--- src/hw/rtl/prqs_pkg.sv ---
`timescale 1ns / 1ps

package prqs_pkg;

   localparam int ID_W       = 4;
   localparam int PRIO_W     = 5;
   localparam int REQ_DATA_W = 16;
   localparam int RSP_DATA_W = 16;

   typedef enum logic {
      OP_ENQUEUE  = 1'b0,
      OP_SCHEDULE = 1'b1
   } op_type;

   // controller -> datapath
   typedef struct packed {
      logic latch;
      logic select;
      logic update;
   } prqs_cmd_type;

   // datapath -> controller
   typedef struct packed {
      logic out_free;
   } prqs_status_type;

endpackage

--- src/hw/rtl/prqs_ctrl.sv ---
`timescale 1ns / 1ps

module prqs_ctrl
   import prqs_pkg::*;
(
   input  logic            clock,
   input  logic            reset,
   input  logic            req_tvalid,
   output logic            req_tready,
   input  prqs_status_type status,
   output prqs_cmd_type    cmd
);

   typedef enum logic [1:0] {
      ST_IDLE,
      ST_SELECT,
      ST_UPDATE
   } state_type;

   state_type state_ff, state_in;
   logic      tready_ff, tready_in;

   always_comb begin
      state_in = state_ff;
      case (state_ff)
         ST_IDLE: begin
            if (req_tvalid && tready_ff) state_in = ST_SELECT;
         end
         ST_SELECT: begin
            state_in = ST_UPDATE;
         end
         ST_UPDATE: begin
            // hold until the output register can take the result
            if (status.out_free) state_in = ST_IDLE;
         end
         default: begin
            state_in = ST_IDLE;
         end
      endcase
      tready_in = (state_in == ST_IDLE);
   end

   always_ff @(posedge clock) begin
      if (reset) begin
         state_ff  <= ST_IDLE;
         tready_ff <= 1'b0;
      end else begin
         state_ff  <= state_in;
         tready_ff <= tready_in;
      end
   end

   assign req_tready = tready_ff;
   assign cmd.latch  = req_tvalid && tready_ff;
   assign cmd.select = (state_ff == ST_SELECT);
   assign cmd.update = (state_ff == ST_UPDATE) && status.out_free;

`ifndef SYNTHESIS
   a_cmd_exclusive: assert property (@(posedge clock) disable iff (reset)
      $onehot0({cmd.latch, cmd.select, cmd.update}))
      else $error("controller issued overlapping commands");
`endif

endmodule

--- src/hw/rtl/prqs_datapath.sv ---
`timescale 1ns / 1ps

module prqs_datapath
   import prqs_pkg::*;
#(
   parameter int TASKS  = 16,
   parameter int LEVELS = 32
)
(
   input  logic                  clock,
   input  logic                  reset,
   input  prqs_cmd_type          cmd,
   output prqs_status_type       status,
   input  logic [REQ_DATA_W-1:0] req_tdata,
   input  logic                  req_tuser,
   output logic                  rsp_tvalid,
   input  logic                  rsp_tready,
   output logic [RSP_DATA_W-1:0] rsp_tdata,
   output logic                  rsp_tuser
);

   localparam int LVL_W  = $clog2(LEVELS);
   localparam int TASK_W = $clog2(TASKS);

   // latched word
   op_type              op_ff;
   logic [ID_W-1:0]     id_ff;
   logic [PRIO_W-1:0]   pr_ff;

   logic [LEVELS-1:0]   bitmap_ff, bitmap_in;
   logic [LVL_W-1:0]    lvl_ff, lvl_in;
   logic                hit_ff, hit_in;

   logic [ID_W-1:0]     head_mem [LEVELS];
   logic [ID_W-1:0]     tail_mem [LEVELS];
   logic [ID_W-1:0]     link_mem [TASKS];

   logic                rsp_valid_ff, rsp_valid_in;
   logic                granted_ff, granted_in;
   logic [ID_W-1:0]     otask_ff, otask_in;
   logic [PRIO_W-1:0]   oprio_ff, oprio_in;

   logic [LVL_W-1:0]    first_lvl;
   logic                id_ok, pr_ok;
   logic [ID_W-1:0]     head_rd, tail_rd, link_rd;
   logic                level_busy, last_entry, is_sched;

   always_ff @(posedge clock) begin
      if (cmd.latch) begin
         op_ff <= op_type'(req_tuser);
         id_ff <= req_tdata[ID_W-1:0];
         pr_ff <= req_tdata[ID_W+PRIO_W-1:ID_W];
      end
   end

   // select step: lowest non-empty level, or the enqueue level
   always_comb begin
      first_lvl = '0;
      for (int i = LEVELS - 1; i >= 0; i--) begin
         if (bitmap_ff[i]) first_lvl = LVL_W'(i);
      end
      id_ok = int'(id_ff) < TASKS;
      pr_ok = int'(pr_ff) < LEVELS;
      if (op_ff == OP_SCHEDULE) begin
         lvl_in = first_lvl;
         hit_in = |bitmap_ff;
      end else begin
         lvl_in = LVL_W'(pr_ff);
         hit_in = id_ok && pr_ok;
      end
   end

   always_ff @(posedge clock) begin
      if (cmd.select) begin
         lvl_ff <= lvl_in;
         hit_ff <= hit_in;
      end
   end

   // update step
   assign is_sched   = (op_ff == OP_SCHEDULE);
   assign head_rd    = head_mem[lvl_ff];
   assign tail_rd    = tail_mem[lvl_ff];
   assign link_rd    = link_mem[TASK_W'(head_rd)];
   assign level_busy = bitmap_ff[lvl_ff];
   assign last_entry = (head_rd == tail_rd);

   always_comb begin
      bitmap_in = bitmap_ff;
      if (cmd.update && hit_ff) begin
         if (!is_sched) bitmap_in[lvl_ff] = 1'b1;
         else if (last_entry) bitmap_in[lvl_ff] = 1'b0;
      end
   end

   always_ff @(posedge clock) begin
      if (cmd.update && hit_ff) begin
         if (!is_sched) begin
            if (level_busy) link_mem[TASK_W'(tail_rd)] <= id_ff;
            else            head_mem[lvl_ff] <= id_ff;
            tail_mem[lvl_ff] <= id_ff;
         end else if (!last_entry) begin
            head_mem[lvl_ff] <= link_rd;
         end
      end
   end

   always_comb begin
      rsp_valid_in = rsp_valid_ff;
      granted_in   = granted_ff;
      otask_in     = otask_ff;
      oprio_in     = oprio_ff;
      if (cmd.update) begin
         rsp_valid_in = 1'b1;
         granted_in   = is_sched && hit_ff;
         otask_in     = (is_sched && hit_ff) ? head_rd : '0;
         oprio_in     = (is_sched && hit_ff) ? PRIO_W'(lvl_ff) : '0;
      end else if (rsp_tready) begin
         rsp_valid_in = 1'b0;
      end
   end

   always_ff @(posedge clock) begin
      if (reset) begin
         bitmap_ff    <= '0;
         rsp_valid_ff <= 1'b0;
      end else begin
         bitmap_ff    <= bitmap_in;
         rsp_valid_ff <= rsp_valid_in;
      end
      granted_ff <= granted_in;
      otask_ff   <= otask_in;
      oprio_ff   <= oprio_in;
   end

   assign status.out_free = !rsp_valid_ff || rsp_tready;

   assign rsp_tvalid = rsp_valid_ff;
   assign rsp_tuser  = granted_ff;
   assign rsp_tdata  = {{(RSP_DATA_W - ID_W - PRIO_W){1'b0}}, oprio_ff, otask_ff};

`ifndef SYNTHESIS
   a_sched_level_set: assert property (@(posedge clock) disable iff (reset)
      cmd.update && is_sched && hit_ff |-> bitmap_ff[lvl_ff])
      else $error("schedule popped from an empty level");

   a_enq_no_grant: assert property (@(posedge clock) disable iff (reset)
      cmd.update && !is_sched |=> rsp_valid_ff && !granted_ff)
      else $error("enqueue produced a grant");

   a_sched_map_shrinks: assert property (@(posedge clock) disable iff (reset)
      cmd.update && is_sched |=> $countones(bitmap_ff) <= $countones($past(bitmap_ff)))
      else $error("schedule set a ready bit");

   a_no_overwrite: assert property (@(posedge clock) disable iff (reset)
      rsp_valid_ff && !rsp_tready |-> !cmd.update)
      else $error("pending result overwritten");
`endif

endmodule

--- src/hw/rtl/priority_ready_queue_scheduler_unit.sv ---
`timescale 1ns / 1ps
// Priority ready queue: one FIFO of task numbers per priority level.
// Input channel req_*: one word per operation. req_tuser selects the
// operation (0 enqueue task_id at task_priority, 1 schedule the most urgent
// ready task). Result channel rsp_*: exactly one word per input word, in
// order. rsp_tuser is the grant flag; task and level are zero unless granted.
// Enqueues with an out-of-range task or level change nothing.
// Timing: a word is accepted; in the next cycle the level is picked (priority
// encoder over the ready bitmap for a schedule, task_priority for an enqueue);
// the lists are then updated, once the output register is free, and the result
// is valid on the following cycle. The next word is accepted only after the
// update step, as set by the accept/select/update sequence of the controller.
// The result sits in an output register, so the next word is accepted while
// it waits. If the receiver stalls, the following word is held in its update
// step until the register frees.
// Reset empties every level (bitmap cleared) and holds req_tready low; list
// storage is not cleared and takes no clearing pass.
module priority_ready_queue_scheduler_unit
   import prqs_pkg::*;
#(
   parameter int TASKS  = 16,
   parameter int LEVELS = 32
)
(
   input  logic                  clock,
   input  logic                  reset,
   input  logic                  req_tvalid,
   output logic                  req_tready,
   input  logic [REQ_DATA_W-1:0] req_tdata,  // task_id[3:0], task_priority[8:4]
   input  logic                  req_tuser,  // operation
   output logic                  rsp_tvalid,
   input  logic                  rsp_tready,
   output logic [RSP_DATA_W-1:0] rsp_tdata,  // out_task[3:0], out_priority[8:4]
   output logic                  rsp_tuser   // granted
);

   prqs_cmd_type    cmd;
   prqs_status_type status;

   prqs_ctrl u_ctrl (
      .clock      (clock),
      .reset      (reset),
      .req_tvalid (req_tvalid),
      .req_tready (req_tready),
      .status     (status),
      .cmd        (cmd)
   );

   prqs_datapath #(
      .TASKS  (TASKS),
      .LEVELS (LEVELS)
   ) u_datapath (
      .clock      (clock),
      .reset      (reset),
      .cmd        (cmd),
      .status     (status),
      .req_tdata  (req_tdata),
      .req_tuser  (req_tuser),
      .rsp_tvalid (rsp_tvalid),
      .rsp_tready (rsp_tready),
      .rsp_tdata  (rsp_tdata),
      .rsp_tuser  (rsp_tuser)
   );

endmodule

--- config.mk ---
export PLATFORM = sky130hd
export DESIGN_NAME = priority_ready_queue_scheduler_unit
export DESIGN_NICKNAME = d
export VERILOG_FILES = /design/src/hw/rtl/prqs_pkg.sv /design/src/hw/rtl/prqs_ctrl.sv /design/src/hw/rtl/prqs_datapath.sv /design/src/hw/rtl/priority_ready_queue_scheduler_unit.sv
export SDC_FILE = /design/constraint.sdc
export NUM_CORES = 1
export LEC_CHECK = 0
export ABC_CLOCK_PERIOD_IN_PS = 5300
export BUFFER_PORTS_ARGS = -buffer_cell sky130_fd_sc_hd__buf_2
export CAP_MARGIN = 20
export CELL_PAD_IN_SITES_DETAIL_PLACEMENT = 1
export CELL_PAD_IN_SITES_GLOBAL_PLACEMENT = 2
export CORE_MARGIN = 3
export CORE_UTILIZATION = 46
export DETAILED_ROUTE_END_ITERATION = 16
export PLACE_DENSITY_LB_ADDON = 0.15
export SLEW_MARGIN = 40
export SYNTH_ARGS = -nofsm -noshare
export SYNTH_HDL_FRONTEND = slang
export SYNTH_HIERARCHICAL = 1
export SYNTH_SLANG_ARGS = --single-unit
export TNS_END_PERCENT = 5
--- constraint.sdc ---
create_clock -name clock -period 5.3 [get_ports clock]
set_input_delay 0.53 -clock clock [delete_from_list [all_inputs] [get_ports clock]]
set_output_delay 0.53 -clock clock [all_outputs]
set_load 0.02 [all_outputs]
==> Word-level counts from Yosys, hierarchy flattened <==
Memory sizes are Yosys's and may differ from the RTL's. A register that Yosys moved wholly into a read port is not among the register bits.
Index checks and enable logic that the tools add are counted.
{ "totals": {"wordCells": 99, "out_inout_bits": 19, "reg_bits": 62, "inputBits": 21, "memories": 3, "ram_bits": 320} }
{ "classes": {"mux": 62, "bitwise": 4, "n_reduce_logical": 12, "order_cmp": 2, "eq_ne": 4} }
{ "memory_table": {"columns": ["memory", "depth", "word_bits", "read_ports", "rd_clocked_by_memory_dff", "wr", "line", "rtl"], "rows": [
  ["u_datapath.head_mem", 32, 4, 1, 1, 1, "prqs_datapath.sv:34", "logic [ID_W-1:0] head_mem [LEVELS];"],
  ["u_datapath.tail_mem", 32, 4, 1, 1, 1, "prqs_datapath.sv:35", "logic [ID_W-1:0] tail_mem [LEVELS];"],
  ["u_datapath.link_mem", 16, 4, 1, 0, 1, "prqs_datapath.sv:36", "logic [ID_W-1:0] link_mem [TASKS];"]
]} }
{ "op_table": {"columns": ["operator", "count"], "rows": [
  ["$mux 5", 35],
  ["$mux 32", 2],
  ["$and 32x32->32", 1],
  ["$not 32->32", 1],
  ["$or 32x32->32", 1],
  ["$reduce_or 32->1", 1],
  ["$mux 1", 19],
  ["$lt 5x6->1 const B", 1],
  ["$pmux 2 s3", 1],
  ["$bmux 1 s5", 1],
  ["$demux 1 s5", 1],
  ["$ge 5x1->1 const B", 1],
  ["$logic_and 1x1->1", 5],
  ["$eq 4x4->1", 1],
  ["$logic_not 2->1", 2],
  ["$mux 2", 2],
  ["$mux 4", 1],
  ["$eq 2x1->1 const B", 1],
  ["$eq 2x2->1 const B", 1],
  ["$ne 2x2->1 const B", 1],
  ["$reduce_and 2->1", 1],
  ["$reduce_bool 2->1", 1],
  ["$logic_not 1->1", 1],
  ["$logic_or 1x1->1", 1],
  ["$or 1x1->1", 1]
]} }

==> Longest topological paths before layout <==
{ "logic_depth": {"word_depth": 34, "ltp_mapped": 15, "depth_no_buf": 9} }

==> Modules after synthesis <==
The synthesis kept the hierarchy.
{ "modules_own_cells": {"columns": ["module", "area_per_inst_um2", "instances", "cells_per_inst"], "rows": [
  ["prqs_datapath", 16121.7, 1, 1036],
  ["prqs_ctrl", 128.9, 1, 12]
]} }

==> Least setup slack after synthesis <==
Ideal clock, no wire load.
{ "synth_path": {"path_kind": "register to register", "start": "reg (tool-made name)", "end": "mem u_datapath.head_mem[0][0] (data pin)", "required_time_ps": 5019, "slack_ps": 1604, "stages_incl_launch_ff": 11, "t_arrival_ps": 3415, "path_buffers": 1, "period_less_slack_ps": 3696, "path_cell_list": "dfxtp_1 > buf_6 > mux4_2 > nor3b_1 > or4_1 > nor4_4 > xor2_1 > o41ai_4 > nor4_1 > o21ai_0 > o21a_1"} }
{ "synth_lines": {"columns": ["element", "line"], "rows": [
  ["end, declared", "prqs_datapath.sv:34"]
]} }

==> out/results.tsv <==
metric	value	unit
status	complete, no violations	
minimum clock period	4.53	ns
most frequent cells in the layout	346 x edfxtp_1, 83 x mux2i_1, 65 x nand2_1	
FMAX	221	MHz
max_slew headroom	43.7	%
placed instance count	1517	
H-tree Lvls	2	
CP Launch Type	flop	
vias per cell	5.86	
I/O Pins	40	
Clock Path Buffers	3	
Synth Area in Adders	0	%
Layout Cells excl Fill	1593	
placed cell area	17000	um2
via count	9337	
max-cap violations	0	
Crit path arrival time	4.69	ns
ANT nets after route	0	
routability cong.	0.793	
initial core utilization	46.8	%
Setup WS post-layout	0.770	ns
clock skew	0.0185	ns
Die H	194	um
Die Wd	194	um
TritonCTS buffer count	41	
post-CTS sizing	0	
Cell Pwr Density	352	nW/um2
min-delay src	req_tdata[7]	
Clock Pin Slew Worst Setup and Hold Paths	0.06	ns
slowest cell on the critical path	dfxtp_2	
GRT overflow	0	
final setup vio count	0	
post-CTS setup buffers	0	
Die ar.	37600	um2
Mapped Cells	1048	
leakage	6.31	nW
Avg Inst Size Synth	15.5	um2
Post-synth top flop	edfxtp_1	
peak supply drop	0.000294	V
Filler Cells Inserted	3336	
critical setup path kind	reg -> reg	
# diodes	0	
CP delay by family, top	simple AND/OR/NAND/NOR gates	
Worst Setup Slack post-DPL	0.809	ns
final WL	42900	um
Post-Synth XOR/XNOR Area	0.377	%
total count of hold-check failures in the final report	0	
layout cell share with drive strength beyond 1	18.5	%
drt first pass iters	5	
Synth-to-Final Area Change	12.9	%
Max Slew Vio Count	0	
final instance area	18300	um2
Synth warnings	6	
Yosys reg bits	387	
crit-path max cell delay	0.78	ns
core footprint	34700	um2
first-pass GRT wire length	64300	um
RSZ-0062 raised after global routing	false	
CP cell instances	buf_4 -> nor3_1 -> or4_1 -> nor4_4 -> xor2_1 -> o41ai_4 -> buf_4 -> o21ai_2 -> nand2_2 -> buf_12 -> nor3_1	
crit-path max FO	32	
Post-synth EDFFs	346	
mux contribution to synthesized area	13.2	%
detailed placement HPWL	30000	um
compound-gate portion of the synthesized area	5.91	%
TritonCTS clock tree	built	
GRT Util Overall	22.8	%
Post-synth ARST share	0	%
largest net degree at the start of global routing	50	
std cell rows	68	
port bufs	25	
post-synthesis sequential area ratio	69.0	%
setup TNS	0	ns
CP Capture Type	flop	
clk_lat worst skew	0.55	ns
CTS sink cnt	387	
final critical-path share of the clock period	85.5	%
post-layout util	52.8	%
commonest non-fill, non-tap cell in the layout	edfxtp_1	
multi-input combinational cell area	4600	um2
initial antenna violation count	0	
main combinational cell family by area after synthesis	multiplexers	
Seq. cell area	11200	um2
# nets final	1127	
vias in the first global route	9885	
WP buf/inv	3	
Slew @ Worst Pin	0.839	ns
initial DRC count	825	
Post-Synth Simple-Gate Area	8.51	%
Synth Cell Area	16300	um2
CTS hold repair buffers	0	
Hold Crit Class	in -> reg	
Worst EP required	5.46	ns
wire per inst	27.0	um
Clk Tree Root Cell	clkbuf_16	
post-synth cell types	62	
DRC	0	
power breakdown:
part | internal, mW | switching, mW
logic | 0.138 | 0.229
registers | 3.32 | 0.0225
clock network | 1.57 | 1.17
total | 5.03 | 1.42
kinds of logic (layout without fill, tap and decap cells):
family / count (synthesis) / in the layout
AOI/OAI and AO/OA: 155 / 155
other: 1 / 7
xor gates and xnor gates: 7 / 7
muxes: 143 / 143
DFF: 387 / 387
buffers and inverters: 101 / 185
and+or+nand+nor: 254 / 254
metrics by stage:
stage                     total power [mW]  hold slack, ns
after global placement                3.77           0.498
after CTS                             6.51           0.142
after global routing                  6.66           0.150
final                                 6.45           0.160
after floorplan                       3.65           0.465
after detailed placement              3.78           0.515
state kept, by name, summed over array words and instances (netlist names), named ones only:
| name | count |
|---|---|
| u_datapath/id_ff | 4 |
| u_datapath/hit_ff | 1 |
| u_datapath/head_mem | 128 |
| u_datapath/lvl_ff | 5 |
| u_datapath/oprio_ff | 5 |
| u_datapath/link_mem | 64 |
| u_datapath/rsp_tvalid | 1 |
| u_ctrl/req_tready | 1 |
| u_datapath/otask_ff | 4 |
| u_datapath/rsp_tuser | 1 |
| u_datapath/pr_ff | 5 |
| u_datapath/tail_mem | 128 |
| u_ctrl/state_ff | 2 |
| u_datapath/is_sched | 1 |
cell type report:
cell class	instances	share of cell area, %
Sequential cell	387	61.2
Tap cell	455	3.10
Clock buffer	46	5.70
Multi-Input combinational cell	566	25.1
Inverter	44	0.901
Clock inverter	29	1.26
Timing Repair Buffer	66	2.80
Yosys cell counts (4+ instances only):
cell type | count | area share [%]
buf_2 | 14 | 0.43
o22ai_1 | 8 | 0.31
nand2b_1 | 9 | 0.35
o21ai_1 | 8 | 0.25
o31ai_1 | 6 | 0.28
nor3_1 | 42 | 1.3
nor2_1 | 39 | 0.90
mux4_1 | 4 | 0.65
o21ai_0 | 32 | 0.99
nand2_1 | 65 | 1.5
o21a_1 | 4 | 0.18
mux4_2 | 52 | 7.2
inv_1 | 42 | 0.97
clkbuf_1 | 25 | 0.58
nor2b_1 | 12 | 0.46
dfxtp_1 | 41 | 5.1
xor2_1 | 7 | 0.38
mux2i_1 | 83 | 5.1
nand3_1 | 18 | 0.55
buf_6 | 5 | 0.35
mux2_2 | 4 | 0.28
a22oi_1 | 23 | 1.1
nand4_1 | 4 | 0.15
and3_1 | 10 | 0.38
and2_1 | 10 | 0.38
a21oi_1 | 56 | 1.7
nor3b_1 | 5 | 0.23
buf_4 | 9 | 0.42
edfxtp_1 | 346 | 64
nor4_1 | 10 | 0.38
nand3b_1 | 5 | 0.23
path summary, 6_finish.rpt:
path	endpoint	slack, ns	cells past startpoint
min reg2reg	flop	0.52	2
max	u_datapath/head_mem[9][3]$_DFFE_PP_	0.77	11
min	u_datapath/pr_ff[3]$_DFFE_PP_	0.16	1
max reg2reg	u_datapath/head_mem[9][3]$_DFFE_PP_	0.77	11
per-layer routing:
metal  up-vias  part of all wire [%]  global-route usage [%]
li1       4180                     -                       -
met1      4868                    44                    32.5
met2       229                    48                    37.6
met3        60                   4.9                    3.35
met4         0                   2.3                    5.64
met5         -                     0                       0
No activity file was read; power rests on OpenSTA's default activity.
